## config.mk

```make
export PLATFORM = sky130hd
export DESIGN_NAME = scytale_transposition_unit
export DESIGN_NICKNAME = d
export VERILOG_FILES = /design/src/hw/rtl/scytale_pkg.sv /design/src/hw/rtl/scytale_transposition_unit.sv
export SDC_FILE = /design/constraint.sdc
export NUM_CORES = 2
export LEC_CHECK = 0
export BUFFER_PORTS_ARGS = -buffer_cell sky130_fd_sc_hd__buf_2
export CORE_ASPECT_RATIO = 1.4
export CORE_MARGIN = 2
export CORE_UTILIZATION = 30
export CTS_BUF_LIST = sky130_fd_sc_hd__clkbuf_4 sky130_fd_sc_hd__clkbuf_8
export DETAILED_ROUTE_END_ITERATION = 8
export GPL_TIMING_DRIVEN = 0
export PLACE_DENSITY_LB_ADDON = 0.05
export SLEW_MARGIN = 30
export SYNTH_ARGS = -nofsm -noshare
export SYNTH_HDL_FRONTEND = slang
export SYNTH_SLANG_ARGS = --single-unit
```

## constraint.sdc

```tcl
create_clock -name clk -period 9.5 [get_ports clk]
set_input_delay 1.425 -clock clk [delete_from_list [all_inputs] [get_ports clk]]
set_output_delay 1.425 -clock clk [all_outputs]
set_load 0.05 [all_outputs]
```

## src/hw/rtl/scytale_pkg.sv

```systemverilog
package scytale_pkg;

  localparam int MAX_BYTES = 256;
  localparam int MAX_ROWS  = 64;

  // byte address into the message buffer
  localparam int ADDR_W = $clog2(MAX_BYTES);
  // stored length, 0..MAX_BYTES
  localparam int LEN_W  = $clog2(MAX_BYTES + 1);
  // row count register width
  localparam int ROW_W  = 7;
  // dividend of the column count: length + rows - 1
  localparam int DIV_W  = $clog2(MAX_BYTES + MAX_ROWS);
  localparam int DIV_CNT_W = $clog2(DIV_W);
  // output position and grid index, up to rows * columns
  localparam int POS_W  = $clog2(MAX_BYTES + MAX_ROWS);

  localparam int DATA_W = 8;

  // configuration register indexes
  localparam logic REG_ROW_COUNT = 1'b0;
  localparam logic REG_DIRECTION = 1'b1;

  // word kinds on the input stream
  localparam logic ACT_LOAD  = 1'b0;
  localparam logic ACT_FETCH = 1'b1;

  // transposition direction
  localparam logic DIR_ENCRYPT = 1'b0;
  localparam logic DIR_DECRYPT = 1'b1;

  typedef enum logic [1:0] {
    ST_IDLE,
    ST_DIV,
    ST_MUL,
    ST_READ
  } scy_state_t;

endpackage

```

## src/hw/rtl/scytale_transposition_unit.sv

```systemverilog
// scytale (columnar transposition) unit. input words are either loads (tuser = 0) of one
// message byte into a 256-byte buffer, with tlast marking the final byte, or fetches
// (tuser = 1) that each return the next transposed byte. every input word yields exactly
// one output word. a fetch during the drain goes first through the synchronous buffer read,
// then lands the byte in the output register. the final load starts a column count
// computation (ceil(length / rows)) on a restoring divider, one quotient bit per cycle,
// followed by a multiply step for the encrypt total; the input is held off meanwhile.
// encrypt reads the row-major grid column by column (rows * cols bytes, zero padding),
// decrypt reads the column-major grid row by row (length bytes). grid indexes are walked
// with row and column counters, no per-byte multiply or divide. row_count and direction
// are sampled at the final load; a row count of 0 acts as 1 and counts above 64 saturate.
module scytale_transposition_unit (
  input  logic                                   clk,
  input  logic                                   rst_n,
  // configuration
  input  logic                                   cfg_we,
  input  logic                                   cfg_addr,
  input  logic [scytale_pkg::ROW_W-1:0]          cfg_wdata,
  // input stream
  input  logic                                   in_tvalid,
  output logic                                   in_tready,
  input  logic [scytale_pkg::DATA_W-1:0]         in_tdata,   // [7:0] data_byte
  input  logic                                   in_tuser,   // [0] action
  input  logic                                   in_tlast,   // final_load
  // output stream
  output logic                                   out_tvalid,
  input  logic                                   out_tready,
  output logic [scytale_pkg::DATA_W-1:0]         out_tdata,  // [7:0] out_byte
  output logic [1:0]                             out_tuser,  // [0] nothing_left, [1] load_refused
  output logic                                   out_tlast   // last_out
);
  import scytale_pkg::*;

  scy_state_t state_r, state_nxt;

  // configuration registers
  logic [ROW_W-1:0] row_count_r;
  logic             direction_r;

  // message buffer
  logic [DATA_W-1:0] msg_mem [MAX_BYTES];
  logic [DATA_W-1:0] rd_data_r;

  // drain bookkeeping
  logic [LEN_W-1:0] len_r;
  logic             draining_r;
  logic [ROW_W-1:0] rows_used_r;
  logic             dir_used_r;
  logic [LEN_W-1:0] col_total_r;
  logic [POS_W-1:0] enc_total_r;
  logic [POS_W-1:0] pos_r;
  logic [ROW_W-1:0] row_r;
  logic [LEN_W-1:0] col_r;
  logic [POS_W-1:0] idx_r;

  // divider
  logic [DIV_W-1:0]     quo_r;
  logic [ROW_W-1:0]     rem_r;
  logic [DIV_CNT_W-1:0] div_cnt_r;

  // pending fetch info for the read cycle
  logic rd_in_range_r;
  logic rd_last_r;

  // output register
  logic              out_valid_r;
  logic [DATA_W-1:0] out_byte_r;
  logic              out_last_r;
  logic              out_none_r;
  logic              out_refused_r;

  logic             in_fire;
  logic             is_fetch;
  logic [POS_W-1:0] drain_total;
  logic             fetch_ok;
  logic [POS_W-1:0] pos_inc;
  logic             fetch_last;
  logic             buf_full;
  logic [LEN_W-1:0] len_after;
  logic [ROW_W-1:0] rows_eff;
  logic [ROW_W:0]   rem_sh;
  logic             rem_ge;
  logic             out_free;

  // ---------------------------------------------------------------------------
  // control decode
  // ---------------------------------------------------------------------------
  assign in_fire     = in_tvalid && in_tready;
  assign is_fetch    = (in_tuser == ACT_FETCH);
  assign drain_total = (dir_used_r == DIR_DECRYPT) ? POS_W'(len_r) : enc_total_r;
  assign fetch_ok    = draining_r && (pos_r < drain_total);
  assign pos_inc     = pos_r + POS_W'(1);
  assign fetch_last  = (pos_inc >= drain_total);
  assign buf_full    = (len_r >= LEN_W'(MAX_BYTES));
  assign len_after   = buf_full ? len_r : len_r + LEN_W'(1);
  assign out_free    = !out_valid_r || out_tready;

  // saturate the row count into 1..MAX_ROWS
  always_comb begin
    if (row_count_r == '0) begin
      rows_eff = ROW_W'(1);
    end else if (row_count_r > ROW_W'(MAX_ROWS)) begin
      rows_eff = ROW_W'(MAX_ROWS);
    end else begin
      rows_eff = row_count_r;
    end
  end

  // restoring divide step: one quotient bit a cycle
  assign rem_sh = {rem_r, quo_r[DIV_W-1]};
  assign rem_ge = (rem_sh >= {1'b0, rows_used_r});

  // ---------------------------------------------------------------------------
  // state machine
  // ---------------------------------------------------------------------------
  always_comb begin
    state_nxt = state_r;
    case (state_r)
      ST_IDLE: begin
        if (in_fire) begin
          if (!is_fetch && !draining_r && in_tlast) begin
            state_nxt = ST_DIV;
          end else if (is_fetch && fetch_ok) begin
            state_nxt = ST_READ;
          end
        end
      end
      ST_DIV: begin
        if (div_cnt_r == DIV_CNT_W'(DIV_W - 1)) begin
          state_nxt = ST_MUL;
        end
      end
      ST_MUL:  state_nxt = ST_IDLE;
      ST_READ: state_nxt = ST_IDLE;
      default: state_nxt = ST_IDLE;
    endcase
  end

  always_comb begin
    case (state_r)
      ST_IDLE: in_tready = out_free;
      default: in_tready = 1'b0;
    endcase
  end

  always_ff @(posedge clk) begin
    if (!rst_n) begin
      state_r <= ST_IDLE;
    end else begin
      state_r <= state_nxt;
    end
  end

  // ---------------------------------------------------------------------------
  // configuration port
  // ---------------------------------------------------------------------------
  always_ff @(posedge clk) begin
    if (!rst_n) begin
      row_count_r <= ROW_W'(4);
      direction_r <= DIR_ENCRYPT;
    end else if (cfg_we) begin
      case (cfg_addr)
        REG_ROW_COUNT: row_count_r <= cfg_wdata;
        REG_DIRECTION: direction_r <= cfg_wdata[0];
        default: ;
      endcase
    end
  end

  // ---------------------------------------------------------------------------
  // message buffer: one write port for loads, one registered read port for fetches
  // ---------------------------------------------------------------------------
  always_ff @(posedge clk) begin
    if (in_fire && !is_fetch && !draining_r && !buf_full) begin
      msg_mem[len_r[ADDR_W-1:0]] <= in_tdata;
    end
  end

  always_ff @(posedge clk) begin
    rd_data_r <= msg_mem[idx_r[ADDR_W-1:0]];
  end

  // ---------------------------------------------------------------------------
  // load / drain bookkeeping
  // ---------------------------------------------------------------------------
  always_ff @(posedge clk) begin
    if (!rst_n) begin
      len_r       <= '0;
      draining_r  <= 1'b0;
      pos_r       <= '0;
      rows_used_r <= ROW_W'(4);
      dir_used_r  <= DIR_ENCRYPT;
      col_total_r <= '0;
      enc_total_r <= '0;
      div_cnt_r   <= '0;
    end else begin
      case (state_r)
        ST_IDLE: begin
          if (in_fire && !is_fetch && !draining_r) begin
            len_r <= len_after;
            if (in_tlast) begin
              // sample the settings and start ceil(len / rows)
              rows_used_r <= rows_eff;
              dir_used_r  <= direction_r;
              div_cnt_r   <= '0;
              pos_r       <= '0;
              draining_r  <= 1'b1;
            end
          end else if (in_fire && is_fetch && draining_r) begin
            if (!fetch_ok || fetch_last) begin
              // message done, back to loading with an empty buffer
              draining_r <= 1'b0;
              len_r      <= '0;
              pos_r      <= '0;
            end else begin
              pos_r <= pos_inc;
            end
          end
        end
        ST_DIV: begin
          div_cnt_r <= div_cnt_r + DIV_CNT_W'(1);
          if (div_cnt_r == DIV_CNT_W'(DIV_W - 1)) begin
            col_total_r <= LEN_W'({quo_r[DIV_W-2:0], rem_ge});
          end
        end
        ST_MUL: begin
          enc_total_r <= POS_W'(rows_used_r * col_total_r);
        end
        default: ;
      endcase
    end
  end

  // divider datapath
  always_ff @(posedge clk) begin
    if (state_r == ST_IDLE) begin
      quo_r <= DIV_W'(len_after) + DIV_W'(rows_eff) - DIV_W'(1);
      rem_r <= '0;
    end else if (state_r == ST_DIV) begin
      quo_r <= {quo_r[DIV_W-2:0], rem_ge};
      rem_r <= rem_ge ? ROW_W'(rem_sh - {1'b0, rows_used_r}) : ROW_W'(rem_sh);
    end
  end

  // grid walk: idx follows the transposed order with row and column counters
  always_ff @(posedge clk) begin
    if (state_r == ST_MUL) begin
      row_r <= '0;
      col_r <= '0;
      idx_r <= '0;
    end else if (state_r == ST_IDLE && in_fire && is_fetch && fetch_ok) begin
      if (dir_used_r == DIR_ENCRYPT) begin
        // down a column, then on to the top of the next one
        if (row_r == rows_used_r - ROW_W'(1)) begin
          row_r <= '0;
          col_r <= col_r + LEN_W'(1);
          idx_r <= POS_W'(col_r) + POS_W'(1);
        end else begin
          row_r <= row_r + ROW_W'(1);
          idx_r <= idx_r + POS_W'(col_total_r);
        end
      end else begin
        // along a row, then on to the start of the next one
        if (col_r == col_total_r - LEN_W'(1)) begin
          col_r <= '0;
          row_r <= row_r + ROW_W'(1);
          idx_r <= POS_W'(row_r) + POS_W'(1);
        end else begin
          col_r <= col_r + LEN_W'(1);
          idx_r <= idx_r + POS_W'(rows_used_r);
        end
      end
    end
  end

  // fetch context carried into the read cycle
  always_ff @(posedge clk) begin
    if (in_fire && is_fetch) begin
      rd_in_range_r <= (idx_r < POS_W'(len_r));
      rd_last_r     <= fetch_last;
    end
  end

  // ---------------------------------------------------------------------------
  // output register
  // ---------------------------------------------------------------------------
  always_ff @(posedge clk) begin
    if (!rst_n) begin
      out_valid_r <= 1'b0;
    end else if (state_r == ST_READ) begin
      out_valid_r <= 1'b1;
    end else if (in_fire && !(is_fetch && fetch_ok)) begin
      out_valid_r <= 1'b1;
    end else if (out_tready) begin
      out_valid_r <= 1'b0;
    end
  end

  always_ff @(posedge clk) begin
    if (state_r == ST_READ) begin
      // padding cells past the stored length read as zero
      out_byte_r    <= rd_in_range_r ? rd_data_r : '0;
      out_last_r    <= rd_last_r;
      out_none_r    <= 1'b0;
      out_refused_r <= 1'b0;
    end else if (in_fire && !(is_fetch && fetch_ok)) begin
      out_byte_r    <= '0;
      out_last_r    <= 1'b0;
      out_none_r    <= is_fetch;
      out_refused_r <= !is_fetch && (draining_r || buf_full);
    end
  end

  assign out_tvalid = out_valid_r;
  assign out_tdata  = out_byte_r;
  assign out_tlast  = out_last_r;
  assign out_tuser  = {out_refused_r, out_none_r};

  // ---------------------------------------------------------------------------
  // assertions
  // ---------------------------------------------------------------------------
  a_read_lands: assert property (@(posedge clk) disable iff (!rst_n)
    state_r == ST_READ |=> out_valid_r)
    else $error("fetch read did not reach the output register");

  a_flag_word_zero: assert property (@(posedge clk) disable iff (!rst_n)
    out_valid_r && (out_none_r || out_refused_r) |-> out_byte_r == '0 && !out_last_r)
    else $error("flag word carries a data byte or last marker");

  a_len_bound: assert property (@(posedge clk) disable iff (!rst_n)
    len_r <= LEN_W'(MAX_BYTES))
    else $error("stored length beyond buffer capacity");

  a_pos_bound: assert property (@(posedge clk) disable iff (!rst_n)
    draining_r && state_r == ST_IDLE && $past(state_r) == ST_IDLE |-> pos_r <= drain_total)
    else $error("drain position past the drain total");

  a_no_accept_busy: assert property (@(posedge clk) disable iff (!rst_n)
    (state_r == ST_DIV || state_r == ST_MUL) |-> !in_tready)
    else $error("input accepted while the column count is computed");

endmodule
```

==> flow_summary_export.csv <==
group,metric,value,unit
run_status,outcome,"finished clean",
clock_network,clk_latency,1020,ps
clock_network,cts_root_buffer,"clkbuf_8",
synth,synth_top_area_share,0.707,
clock_network,cts.sinks,2170,
synth,yosysWarnings,0,
placement,hpwl,231000,um
grt,grt_pass1_wl,442000,um
sta,worst_pin_slew,1160,ps
sta,skew,66.9,ps
clock_network,clk_pin_slew,60,ps
placement,place_congestion,0.829,
sta,whs,489,ps
drt,drt_iter0_drc,4050,
synth,synth_edf_count,2068,
die,die-width,461,um
synth,synthMuxAreaShare,0.148,
sta,slew_headroom,0.219,
synth,synth-compound-area-share,0.0376,
drt,vias,47018,
clock_network,ctsResizeCount,0,
power_and_ir_drop,p_per_area,215,nW/um^2
grt,grt_pass1_vias,49767,
min_path,hp-class,"flip-flop to flip-flop",
sta,fin_tns_setup,0,ps
synth,synth-seq-cells,2170,
synth,avgSynthCellArea,18.8,um^2
drt,postRouteAntennaNets,0,
setup_path,arrival,6450,ps
drt,drt_wl_total,328000,um
synth,synth_ff_type,"edfxtp_1",
synth,synthSimpleGateAreaFrac,0.0402,
drt,avgViaCountPerCell,5.04,
layout,post-route-util,0.348,
setup_path,critPathMaxFanout,10,
sta,finalCriticalPeriod,5610,ps
synth,yosysTopAreaCell,"edfxtp_1",
synth,synth_cell_types,84,
layout,final_area,102000,um^2
setup_path,crit_required,10330,ps
die,die_area,297000,um^2
synth,synth_nets,4805,
clock_network,hold_buffers,0,
synth,synthXorXnorAreaFrac,0.00888,
setup_path,cp-start-kind,"flip-flop",
synth,syn-instance-count,4673,
grt,grt_max_degree,101,
synth,yosysSeqAreaShare,0.731,
min_path,min_path_cells,2,
setup_path,reg2reg_slack,3890,ps
die,initial_core_util,0.301,
sta,rsz0062_at_grt,"false",
setup_path,reg2reg_depth,14,
sta,fmaxAchievable,178,MHz
layout,layout_common_cells,"edfxtp_1 (2068), mux4_2 (504), clkbuf_8 (385)",
placement,portBuffers,35,
synth,netlist_area,87800,um^2
synth,async_reset_ff_frac,0,
synth,synth_area_leaders,"edfxtp_1 (71%), mux4_2 (13%), dfxtp_1 (2.3%)",
die,core_area,292000,um^2
clock_network,cts_tree,"yes",
grt,grt_overflow,0,
setup_path,r2r_start,"idx_r[1]$_SDFFE_PN0P_",
grt,grt_use_total,0.220,
layout,drive_above_1_share,0.268,
clock_network,numCtsBuffers,370,
die,die_h,644,um
placement,placed_area,94800,um^2
drt,post-route-drc-count,0,
clock_network,clk_path_buf_depth,4,
power_and_ir_drop,power_leakage,31.4,nW
run,maxCapViolCount,0,
layout,nets,5271,
sta,setup-violations-final,0,
setup_path,rr_endpoint,"idx_r[8]$_SDFFE_PN0P_",
die,ioPinCount,36,
layout,final.fill_count,27673,
clock_network,postCtsSetupBuffers,0,
min_path,hold_end,"enc_total_r[6]$_SDFFE_PN0N_",
layout,layout_commonest_cell,"edfxtp_1",
drt,firstDrtPassIters,7,
setup_path,end_kind,"flip-flop",
synth,synthAdderAreaFrac,0.0173,
layout,syn_to_final_growth,15.9,%
clock_network,ctsHtreeMaxLevel,5,
die,rows,235,
drt,avgRoutedWirePerCell,35.2,um
synth,synth_top_family_by_area,"multiplexers",
power_and_ir_drop,ir_drop,114,uV
setup_path,crit_type,"flip-flop to flip-flop",
grt,grt_antenna_before_repair,17,
sta,fin_crit_sh,0.591,
sta,hold_violations,0,
sta,final_max_slew_viol_count,0,
min_path,worstHoldStart,"enc_total_r[6]$_SDFFE_PN0N_",
[flip-flops by register name, indices dropped and copies added, names as in the netlist, 4 cells and up]
| name | count |
|---|---|
| msg_mem | 2048 |
| col_r | 9 |
| col_total_r | 9 |
| enc_total_r | 9 |
| idx_r | 9 |
| len_r | 9 |
| pos_r | 9 |
| quo_r | 9 |
| out_tdata | 8 |
| rd_data_r | 8 |
| rem_r | 7 |
| row_count_r | 7 |
| row_r | 7 |
| rows_used_r | 7 |
| div_cnt_r | 4 |
[cell type report]
| cell class | instances | area (um^2) | area share |
|---|---|---|---|
| diodes | 9 | 22.5 | 0.000221 |
| plain buffers | 274 | 1320 | 0.0130 |
| clock buffers | 504 | 6180 | 0.0608 |
| clock inverters | 135 | 693 | 0.00681 |
| inverters | 84 | 315 | 0.00310 |
| multi-input cells | 2145 | 22500 | 0.221 |
| flip-flops and latches | 2170 | 64100 | 0.631 |
| well taps | 3910 | 4890 | 0.0481 |
| repair buffers | 94 | 1680 | 0.0165 |
[cell families after synthesis]
family          Yosys count
buf+inv                 358
fa+ha+maj               109
xor+xnor                 89
compound gates          486
simple gates            792
mux                     669
flops                  2170
[Yosys cell counts (6+ instances only)]
| master | number |
|---|---|
| a211oi_1 | 33 |
| a21o_1 | 13 |
| a21oi_1 | 112 |
| a221oi_1 | 8 |
| a22o_1 | 14 |
| a22oi_1 | 85 |
| a31oi_1 | 12 |
| and2_1 | 28 |
| and3_1 | 15 |
| buf_1 | 26 |
| buf_2 | 67 |
| buf_4 | 10 |
| clkbuf_1 | 164 |
| dfxtp_1 | 102 |
| edfxtp_1 | 2068 |
| fa_1 | 21 |
| ha_1 | 88 |
| inv_1 | 82 |
| mux2i_1 | 164 |
| mux4_2 | 504 |
| nand2_1 | 164 |
| nand2b_1 | 16 |
| nand3_1 | 77 |
| nand4_1 | 15 |
| nor2_1 | 380 |
| nor2b_1 | 16 |
| nor3_1 | 36 |
| o211ai_1 | 9 |
| o21a_1 | 6 |
| o21ai_0 | 72 |
| o21bai_1 | 7 |
| o221ai_1 | 28 |
| o22ai_1 | 29 |
| o31ai_1 | 9 |
| or3_1 | 6 |
| xnor2_1 | 59 |
| xor2_1 | 30 |
[through the flow]
step,worst slack (ps),power [mW],cells
2_1_floorplan,5720,12.2,4673
3_3_place_gp,1630,13.8,8618
3_5_place_dp,3540,13.9,8677
4_1_cts,3810,22.2,9316
5_1_grt,3730,22.5,9320
6_report,3890,21.8,9325
[worst max-delay path: stages, from the launching register on]
cell and delay, ps:
dfxtp_1 730, buf_2 400, buf_2 280, buf_2 430, buf_2 620, buf_2 510
inv_1 240, fa_1 470, nand2b_1 190, a21oi_1 220, o311ai_0 200, a21oi_1 230
xnor2_1 110, a221oi_1 560, a221oi_1 160
[power breakdown]
group / total (mW) / internal, mW / leakage [nW] / switching (mW)
clock: 8.24 / 4.27 / 3.66 / 3.97
sequential: 10.6 / 10.5 / 19.4 / 0.0579
combinational: 3.00 / 1.04 / 8.28 / 1.97
total: 21.8 / 15.8 / 31.4 / 5.99
[metal layers]
metal | global-route usage | vias up | wire [um]
met5 | 0 | - | 0
met4 | 0.0676 | 0 | 11000
met3 | 0.0285 | 443 | 12100
met2 | 0.407 | 1209 | 177000
met1 | 0.262 | 25479 | 128000
li1 | - | 19887 | -
[how the worst max path moves through the flow]
stage,start,end,slack [ps],depth (start not counted)
2_1_floorplan,rows_used_r[1]$_SDFFE_PN0P_,enc_total_r[8]$_SDFFE_PN0N_,5720,16
3_3_place_gp,idx_r[1]$_SDFFE_PN0P_,rd_data_r[4]$_DFF_P_,1630,9
3_5_place_dp,out_tready,msg_mem[144][5]$_DFFE_PP_,3540,11
4_1_cts,idx_r[0]$_SDFFE_PN0P_,rd_data_r[4]$_DFF_P_,3810,11
5_1_grt,idx_r[1]$_SDFFE_PN0P_,idx_r[8]$_SDFFE_PN0P_,3730,14
6_report,idx_r[1]$_SDFFE_PN0P_,idx_r[8]$_SDFFE_PN0P_,3890,14
(Power assumes the default switching activity.)
